$ cat src/sv/jdcd_pkg.sv
// ----------------------------------------------------------------------------
// jdcd_pkg
// shared widths, constants and the month start table for the julian day
// to calendar date converter
// ----------------------------------------------------------------------------
`timescale 1ns / 1ps

package jdcd_pkg;

    localparam int IN_W      = 39;
    localparam int OUT_FRAC_W = 16;
    localparam int MONTH_W   = 4;
    localparam int DAY_W     = 5;
    localparam int YEAR_W    = 15;
    localparam int CE_W      = 9;
    localparam int G_W       = 4;
    localparam int GQ_W      = 5;
    localparam int NG_W      = 23;

    localparam longint unsigned GREG_LIMIT = 64'd2299160;
    localparam longint unsigned A_BIAS     = 64'd7468865;
    localparam longint unsigned A_DIV      = 64'd146097;
    localparam longint unsigned C_OFFSET   = 64'd1524;
    localparam longint unsigned D_MUL      = 64'd20;
    localparam longint unsigned D_BIAS     = 64'd2442;
    localparam longint unsigned D_DIV      = 64'd7305;
    localparam longint unsigned E_MUL      = 64'd1461;
    localparam longint unsigned G_MUL      = 64'd10000;
    localparam longint unsigned G_DIV      = 64'd306001;
    localparam longint unsigned YEAR_LATE  = 64'd4716;
    localparam longint unsigned YEAR_EARLY = 64'd4715;
    localparam int unsigned     G_WRAP     = 13;
    localparam int unsigned     MONTH_FEB  = 2;

    typedef logic [CE_W-1:0]       ce_t;
    typedef logic [G_W-1:0]        g_t;
    typedef logic [MONTH_W-1:0]    month_t;
    typedef logic [DAY_W-1:0]      day_t;
    typedef logic [OUT_FRAC_W-1:0] frac_t;
    typedef logic [YEAR_W-1:0]     year_t;

    // floor(30.6001 * g)
    function automatic ce_t month_start(input g_t g);
        ce_t s;
        unique case (g)
            4'd0:    s = 9'd0;
            4'd1:    s = 9'd30;
            4'd2:    s = 9'd61;
            4'd3:    s = 9'd91;
            4'd4:    s = 9'd122;
            4'd5:    s = 9'd153;
            4'd6:    s = 9'd183;
            4'd7:    s = 9'd214;
            4'd8:    s = 9'd244;
            4'd9:    s = 9'd275;
            4'd10:   s = 9'd306;
            4'd11:   s = 9'd336;
            4'd12:   s = 9'd367;
            4'd13:   s = 9'd397;
            4'd14:   s = 9'd428;
            4'd15:   s = 9'd459;
            default: s = 9'd0;
        endcase
        return s;
    endfunction

endpackage

$ cat src/sv/jdcd_const_div.sv
// ----------------------------------------------------------------------------
// jdcd_const_div
// two stage unsigned division by a constant: reciprocal multiply estimate,
// then one multiply back, compare and correct
// ----------------------------------------------------------------------------
`timescale 1ns / 1ps

module jdcd_const_div #(
    parameter int              NW  = 24,
    parameter longint unsigned DIV = 64'd7305,
    parameter int              QW  = 12
) (
    input  logic          clk,
    input  logic          en,
    input  logic [NW-1:0] num,
    output logic [QW-1:0] quot
);

    localparam longint unsigned RECIP = (64'd1 << NW) / DIV;
    localparam int MW = $clog2(RECIP + 64'd1);
    localparam int PW = NW + MW;

    logic [PW-1:0] prod;
    logic [QW-1:0] est_next;
    logic [NW-1:0] num_reg;
    logic [QW-1:0] est_reg;
    logic [NW-1:0] back;
    logic [NW-1:0] rem;
    logic [QW-1:0] quot_next;
    logic [QW-1:0] quot_reg;

    assign prod     = PW'(num) * PW'(RECIP);
    assign est_next = QW'(prod >> NW);

    // estimate is low by at most one
    assign back      = NW'(est_reg) * NW'(DIV);
    assign rem       = num_reg - back;
    assign quot_next = (rem >= NW'(DIV)) ? est_reg + QW'(1) : est_reg;

    always_ff @(posedge clk)
    begin
        if (en)
        begin
            num_reg  <= num;
            est_reg  <= est_next;
            quot_reg <= quot_next;
        end
    end

    assign quot = quot_reg;

endmodule

$ cat src/sv/julian_day_to_calendar_date.sv
// ----------------------------------------------------------------------------
// julian_day_to_calendar_date
// throughput: one beat per cycle, limited by nothing but output stall
// a stall at the output freezes every stage at once, input stall follows it
// reset clears the stage valid bits only; no stored state otherwise
// ----------------------------------------------------------------------------
`timescale 1ns / 1ps

module julian_day_to_calendar_date #(
    parameter int FRAC_BITS = 16
) (
    input  logic                              clk,
    input  logic                              rst_n,
    input  logic                              date_valid,
    output logic                              date_stall,
    input  logic [jdcd_pkg::IN_W-1:0]         julian_date_fixed,
    output logic                              cal_valid,
    input  logic                              cal_stall,
    output logic [jdcd_pkg::MONTH_W-1:0]      month,
    output logic [jdcd_pkg::DAY_W-1:0]        day_of_month,
    output logic [jdcd_pkg::OUT_FRAC_W-1:0]   day_fraction,
    output logic signed [jdcd_pkg::YEAR_W-1:0] year
);

    import jdcd_pkg::*;

    localparam int LAT   = 12;
    localparam int SH_W  = IN_W + 1;
    localparam int ZW    = SH_W - FRAC_BITS;
    localparam int NAW   = ZW + 2;
    localparam int AW    = NAW - 17;
    localparam int CW    = ZW + 1;
    localparam int NDW   = CW + 5;
    localparam int DW    = NDW - 12;
    localparam int EW    = DW + 11;
    localparam int FR_DN = (FRAC_BITS >= OUT_FRAC_W) ? FRAC_BITS - OUT_FRAC_W : 0;
    localparam int FR_UP = (FRAC_BITS <  OUT_FRAC_W) ? OUT_FRAC_W - FRAC_BITS : 0;

    logic               en;
    logic [LAT-1:0]     vld_reg;
    logic [LAT-1:0]     vld_next;

    // stage 1
    logic [SH_W-1:0]    shifted;
    logic [ZW-1:0]      z_next;
    frac_t              frac_next;
    logic               greg_next;
    logic [NAW-1:0]     na_next;
    logic [ZW-1:0]      z1_reg, z2_reg, z3_reg;
    frac_t              frac1_reg, frac2_reg, frac3_reg, frac4_reg, frac5_reg, frac6_reg;
    frac_t              frac7_reg, frac8_reg, frac9_reg, frac10_reg, frac11_reg;
    logic               greg1_reg, greg2_reg, greg3_reg;
    logic [NAW-1:0]     na1_reg;

    // century correction
    logic [AW-1:0]      a3;
    logic [CW-1:0]      c_next;
    logic [CW-1:0]      c4_reg, c5_reg, c6_reg, c7_reg;
    logic [NDW-1:0]     nd_next;
    logic [NDW-1:0]     nd5_reg;

    // year count and day in year
    logic [DW-1:0]      d7;
    logic [EW-1:0]      e_prod;
    ce_t                ce_next;
    ce_t                ce8_reg, ce9_reg, ce10_reg, ce11_reg;
    logic [DW-1:0]      d8_reg, d9_reg, d10_reg, d11_reg;
    logic [NG_W-1:0]    ng_next;
    logic [NG_W-1:0]    ng9_reg;

    // month and output
    logic [GQ_W-1:0]    g11;
    g_t                 g;
    month_t             month_next;
    day_t               day_next;
    year_t              year_next;
    month_t             month_reg;
    day_t               day_reg;
    frac_t              frac_reg;
    year_t              year_reg;

    assign en         = !(vld_reg[LAT-1] && cal_stall);
    assign date_stall = !en;
    assign vld_next   = {vld_reg[LAT-2:0], date_valid};

    always_ff @(posedge clk or negedge rst_n)
    begin
        if (!rst_n)
        begin
            vld_reg <= '0;
        end
        else if (en)
        begin
            vld_reg <= vld_next;
        end
    end

    // round to day boundary at noon
    assign shifted   = SH_W'(julian_date_fixed) + (SH_W'(1) << (FRAC_BITS - 1));
    assign z_next    = shifted[SH_W-1:FRAC_BITS];
    assign frac_next = OUT_FRAC_W'((24'(shifted[FRAC_BITS-1:0]) << FR_UP) >> FR_DN);
    assign greg_next = 64'(z_next) > GREG_LIMIT;
    assign na_next   = {z_next, 2'b00} - NAW'(A_BIAS);

    jdcd_const_div #(
        .NW  (NAW),
        .DIV (A_DIV),
        .QW  (AW)
    ) u_div_a (
        .clk  (clk),
        .en   (en),
        .num  (na1_reg),
        .quot (a3)
    );

    assign c_next  = (greg3_reg ? CW'(z3_reg) + CW'(1) + CW'(a3) - CW'(a3 >> 2)
                                : CW'(z3_reg)) + CW'(C_OFFSET);
    assign nd_next = NDW'(c4_reg) * NDW'(D_MUL) - NDW'(D_BIAS);

    jdcd_const_div #(
        .NW  (NDW),
        .DIV (D_DIV),
        .QW  (DW)
    ) u_div_d (
        .clk  (clk),
        .en   (en),
        .num  (nd5_reg),
        .quot (d7)
    );

    assign e_prod  = EW'(d7) * EW'(E_MUL);
    assign ce_next = CE_W'(c7_reg - CW'(e_prod >> 2));
    assign ng_next = NG_W'(ce8_reg) * NG_W'(G_MUL);

    jdcd_const_div #(
        .NW  (NG_W),
        .DIV (G_DIV),
        .QW  (GQ_W)
    ) u_div_g (
        .clk  (clk),
        .en   (en),
        .num  (ng9_reg),
        .quot (g11)
    );

    assign g          = G_W'(g11);
    assign day_next   = DAY_W'(ce11_reg - month_start(g));
    assign month_next = (g <= G_W'(G_WRAP)) ? g - G_W'(1) : g - G_W'(G_WRAP);
    assign year_next  = YEAR_W'(64'(d11_reg)
                        - ((month_next > MONTH_W'(MONTH_FEB)) ? YEAR_LATE : YEAR_EARLY));

    always_ff @(posedge clk)
    begin
        if (en)
        begin
            z1_reg     <= z_next;
            frac1_reg  <= frac_next;
            greg1_reg  <= greg_next;
            na1_reg    <= na_next;

            z2_reg     <= z1_reg;
            z3_reg     <= z2_reg;
            greg2_reg  <= greg1_reg;
            greg3_reg  <= greg2_reg;
            frac2_reg  <= frac1_reg;
            frac3_reg  <= frac2_reg;

            c4_reg     <= c_next;
            frac4_reg  <= frac3_reg;

            nd5_reg    <= nd_next;
            c5_reg     <= c4_reg;
            frac5_reg  <= frac4_reg;

            c6_reg     <= c5_reg;
            c7_reg     <= c6_reg;
            frac6_reg  <= frac5_reg;
            frac7_reg  <= frac6_reg;

            ce8_reg    <= ce_next;
            d8_reg     <= d7;
            frac8_reg  <= frac7_reg;

            ng9_reg    <= ng_next;
            ce9_reg    <= ce8_reg;
            d9_reg     <= d8_reg;
            frac9_reg  <= frac8_reg;

            ce10_reg   <= ce9_reg;
            ce11_reg   <= ce10_reg;
            d10_reg    <= d9_reg;
            d11_reg    <= d10_reg;
            frac10_reg <= frac9_reg;
            frac11_reg <= frac10_reg;

            month_reg  <= month_next;
            day_reg    <= day_next;
            frac_reg   <= frac11_reg;
            year_reg   <= year_next;
        end
    end

    assign cal_valid    = vld_reg[LAT-1];
    assign month        = month_reg;
    assign day_of_month = day_reg;
    assign day_fraction = frac_reg;
    assign year         = signed'(year_reg);

endmodule

$ cat config.mk
export PLATFORM = sky130hd
export DESIGN_NAME = julian_day_to_calendar_date
export DESIGN_NICKNAME = d
export VERILOG_FILES = /design/src/sv/jdcd_pkg.sv /design/src/sv/jdcd_const_div.sv /design/src/sv/julian_day_to_calendar_date.sv
export SDC_FILE = /design/constraint.sdc
export NUM_CORES = 2
export LEC_CHECK = 0
export BUFFER_PORTS_ARGS = -buffer_cell sky130_fd_sc_hd__buf_2
export CAP_MARGIN = 25
export CELL_PAD_IN_SITES_DETAIL_PLACEMENT = 1
export CELL_PAD_IN_SITES_GLOBAL_PLACEMENT = 1
export CORE_UTILIZATION = 40
export DETAILED_ROUTE_END_ITERATION = 6
export GPL_TIMING_DRIVEN = 0
export PLACE_DENSITY_LB_ADDON = 0.1
export SLEW_MARGIN = 30
export SYNTH_ARGS = -nofsm -noshare
export SYNTH_HDL_FRONTEND = slang
export SYNTH_SLANG_ARGS = --single-unit
$ cat constraint.sdc
create_clock -name clk -period 29.7 [get_ports clk]
set_clock_uncertainty 0.15 [all_clocks]
set_input_delay 8.91 -clock clk [delete_from_list [all_inputs] [get_ports clk]]
set_output_delay 8.91 -clock clk [all_outputs]
set_load 0.02 [all_outputs]
==> impl_summary.log <==
INFO  metric run_status = complete, no violations
INFO  metric synthArstFlopShare = 1.88%
INFO  metric highest_count_cells_in_the_layout_ignoring_fill_and_taps = sky130_fd_sc_hd__inv_1, sky130_fd_sc_hd__ha_1, sky130_fd_sc_hd__edfxtp_1
INFO  metric dpl-instance-area = 55400 µm²
INFO  metric cts_tree = yes
INFO  metric syn-cell-area = 52300 µm²
INFO  metric post-cts-setup-buffer-count = 0
INFO  metric clock_latency_of_the_later_clocked_register_in_the_worst_skew_pair = 700 ps
INFO  metric row_count = 132
INFO  metric core_area = 130000 µm²
INFO  metric cts.repair.resized = 0
INFO  metric dieArea = 132000 µm²
INFO  metric cp_slowest_stage_delay = 410 ps
INFO  metric via_count_of_the_first_global_routing_pass = 33900
INFO  metric share_of_post_route_cells_with_drive_strength_above_1 = 5.42%
INFO  metric cts.sinks = 638
INFO  metric max_slew_margin = 48.4%
INFO  metric maxClockFrequency = 0.0512 GHz
INFO  metric cts_inserted_buffers = 74
INFO  metric floorplan.initialDensity = 40.3%
INFO  metric routedWlPerCell = 16.6 µm
INFO  metric post-route-min-period = 19520 ps
INFO  metric filler_cell_count = 13700
INFO  metric synth_enable_flop_cells = 621
INFO  metric htreeDepth = 3
INFO  metric clkSlewWorstSetupHoldPaths = 60 ps
INFO  metric number_of_buffers_inserted_for_hold_repair_after_clock_tree_synthesis = 0
INFO  metric setup_viol_count_final = 0
INFO  metric synth-seq-area-share = 36.4%
INFO  metric yosys_warns = 0
INFO  metric overall_die_height = 364 µm
INFO  metric timing.critical_path.cells = buf_2 > nand2_1 > inv_1 > clkbuf_1 > clkbuf_1 > buf_2
INFO  metric detailedRoute.firstPassIterationCount = 5
INFO  metric ys_seq_elements = 638
INFO  metric estimated_wirelength_of_the_detail_placed_design = 86500 µm
INFO  metric routed_via_density = 4.89
INFO  metric floorplan.die.width = 364 µm
INFO  metric dominantRegCellSynth = sky130_fd_sc_hd__edfxtp_1
INFO  metric layout_commonest_cell = sky130_fd_sc_hd__inv_1
INFO  metric synth_cells = 4372
INFO  metric max_cap_viol_count = 0
INFO  metric worst-r2r-setup-slack = 21390 ps
INFO  metric syn_avg_cell_area = 12.0 µm²
INFO  metric drt_iter0_markers = 1041
INFO  metric startpoint_type = input pin
INFO  metric grt_usage = 16.7%
INFO  metric antenna_found_initial = 0
INFO  metric grt_remaining_overflow = 0
INFO  metric setup_repair_after_global_routing_missed_its_margin = false
INFO  metric ff_latch_area = 19000 µm²
INFO  metric synthDistinctLibCells = 85
INFO  metric fin_crit_sh = 65.7%
INFO  metric worst_hold_path_type = flop to flop
INFO  metric routed_wirelength = 106000 µm
INFO  metric grt_pass1_wl = 177000 µm
INFO  metric flow.area_growth_from_synthesis = 10.7%
INFO  metric timing_worst_setup_path_type = input pin to primary output
INFO  metric cts-root-to-sink-buffers = 3
INFO  metric vias = 31000
INFO  metric final_net_count = 5896
INFO  metric timing_max_transition_violations_final = 0
INFO  metric endpoint_kind = primary output
INFO  metric worst_pin_slew = 762 ps
INFO  metric finalHoldViolCount = 0
INFO  metric crit_arrival = 10460 ps
INFO  metric highest_net_fanout_along_the_worst_path = 10
INFO  metric placement.io_buffers = 83
INFO  metric final_design_area_no_fill = 57900 µm²
INFO  metric root_buffer = sky130_fd_sc_hd__clkbuf_16
INFO  metric globalplace.congestion = 0.795
INFO  metric grt_start_max_net_pins = 33
INFO  metric multiInputGateArea = 29800 µm²
INFO  metric remaining_drc_errors = 0
INFO  metric antenna_left = 0
INFO  metric syn-num-nets = 5713
INFO  metric critical_path.slowest_cell = sky130_fd_sc_hd__clkbuf_1
INFO  metric worst-endpoint-required = 20640 ps
INFO  metric ports = 85
INFO  metric diodes = 0
routing by layer:
metal	up-vias	track usage (%)	routed length [µm]
met5	-	0	0
met4	0	4.17	2120
met3	121	1.97	2250
met2	247	29.5	52900
met1	15400	21.7	48400
li1	15200	-	-
cell usage after synthesis, types with 7 or more instances:
master,number,area share (%)
sky130_fd_sc_hd__nor4_1,10,0.12
sky130_fd_sc_hd__xor2_1,98,1.6
sky130_fd_sc_hd__fa_1,512,20
sky130_fd_sc_hd__a21boi_0,10,0.14
sky130_fd_sc_hd__ha_1,786,19
sky130_fd_sc_hd__xnor2_1,171,2.9
sky130_fd_sc_hd__nand4_1,30,0.36
sky130_fd_sc_hd__o21bai_1,29,0.42
sky130_fd_sc_hd__clkbuf_1,20,0.14
sky130_fd_sc_hd__a211o_1,8,0.13
sky130_fd_sc_hd__o31a_1,7,0.12
sky130_fd_sc_hd__or3_1,19,0.23
sky130_fd_sc_hd__o21ai_0,100,0.96
sky130_fd_sc_hd__nor3b_1,15,0.22
sky130_fd_sc_hd__nand3_1,51,0.49
sky130_fd_sc_hd__nand3b_1,8,0.11
sky130_fd_sc_hd__o22ai_1,10,0.12
sky130_fd_sc_hd__and2_1,16,0.19
sky130_fd_sc_hd__a311oi_1,8,0.13
sky130_fd_sc_hd__a31oi_1,28,0.33
sky130_fd_sc_hd__and3_1,23,0.28
sky130_fd_sc_hd__nor3_1,49,0.47
sky130_fd_sc_hd__mux2i_1,23,0.44
sky130_fd_sc_hd__o211ai_1,14,0.20
sky130_fd_sc_hd__inv_1,880,6.3
sky130_fd_sc_hd__dfrtp_1,12,0.57
sky130_fd_sc_hd__or2_2,13,0.16
sky130_fd_sc_hd__nand2_1,157,1.1
sky130_fd_sc_hd__a21o_1,75,1.1
sky130_fd_sc_hd__a211oi_1,26,0.37
sky130_fd_sc_hd__edfxtp_1,621,36
sky130_fd_sc_hd__nor2_1,144,1.0
sky130_fd_sc_hd__nor2b_1,26,0.31
sky130_fd_sc_hd__nand2b_1,32,0.38
sky130_fd_sc_hd__or4_1,10,0.14
sky130_fd_sc_hd__o31ai_1,15,0.22
sky130_fd_sc_hd__o21a_1,26,0.37
sky130_fd_sc_hd__a21oi_1,173,1.7
final timing paths:
kind                                         start                to  cells past startpoint
worst min register to register        frac9_reg[6]     frac10_reg[6]                      0
worst max-delay path                     cal_stall        date_stall                      6
max in group asynchronous                    rst_n        vld_reg[0]                      1
worst max register to register  u_div_d.est_reg[2]  u_div_d.quot[12]                     24
min in group asynchronous                    rst_n        vld_reg[3]                      1
worst min-delay path                  frac9_reg[6]     frac10_reg[6]                      0
metrics by stage:
stage	util, %	setup slack [ps]	setup TNS, ps	hold slack (ps)	std cells
floorplan	-	2090	0	250	4372
global route	44.7	10020	0	262	6351
CTS	44.7	10160	0	252	6351
finish	44.7	10180	0	255	6351
detailed placement	42.8	10160	0	255	6221
global placement	42.4	-5610	-3381920	250	6197
cell type report:
| cell class | instances | area share, % |
|---|---|---|
| timing repair buffer | 107 | 1.62 |
| inverter | 880 | 5.70 |
| tap | 1742 | 3.76 |
| sequential | 638 | 32.9 |
| buffer | 27 | 0.197 |
| clock inverter | 47 | 1.06 |
| clock buffer | 83 | 3.25 |
| multi-input combinational | 2827 | 51.5 |
cell families (layout without fill, tap and decap cells):
logic type	after synthesis	after routing	synth area share [%]
adder cells (fa/ha/maj)	1298	1298	38.4
buffers and inverters	907	1144	6.53
flip-flops	638	638	36.4
AND/OR/NAND/NOR	627	627	6.04
AO/OA/AOI/OAI	604	604	7.54
XOR/XNOR	270	270	4.53
multiplexers	28	28	0.548
worst max-delay path, delay by kind of cell:
kind | cells | cell delay [ps]
AND/OR/NAND/NOR | 1 | 200
buffers and inverters | 5 | 1330
Power is not shown: default switching activity piles up to over one toggle a cycle in this logic, so the estimate is an artifact.
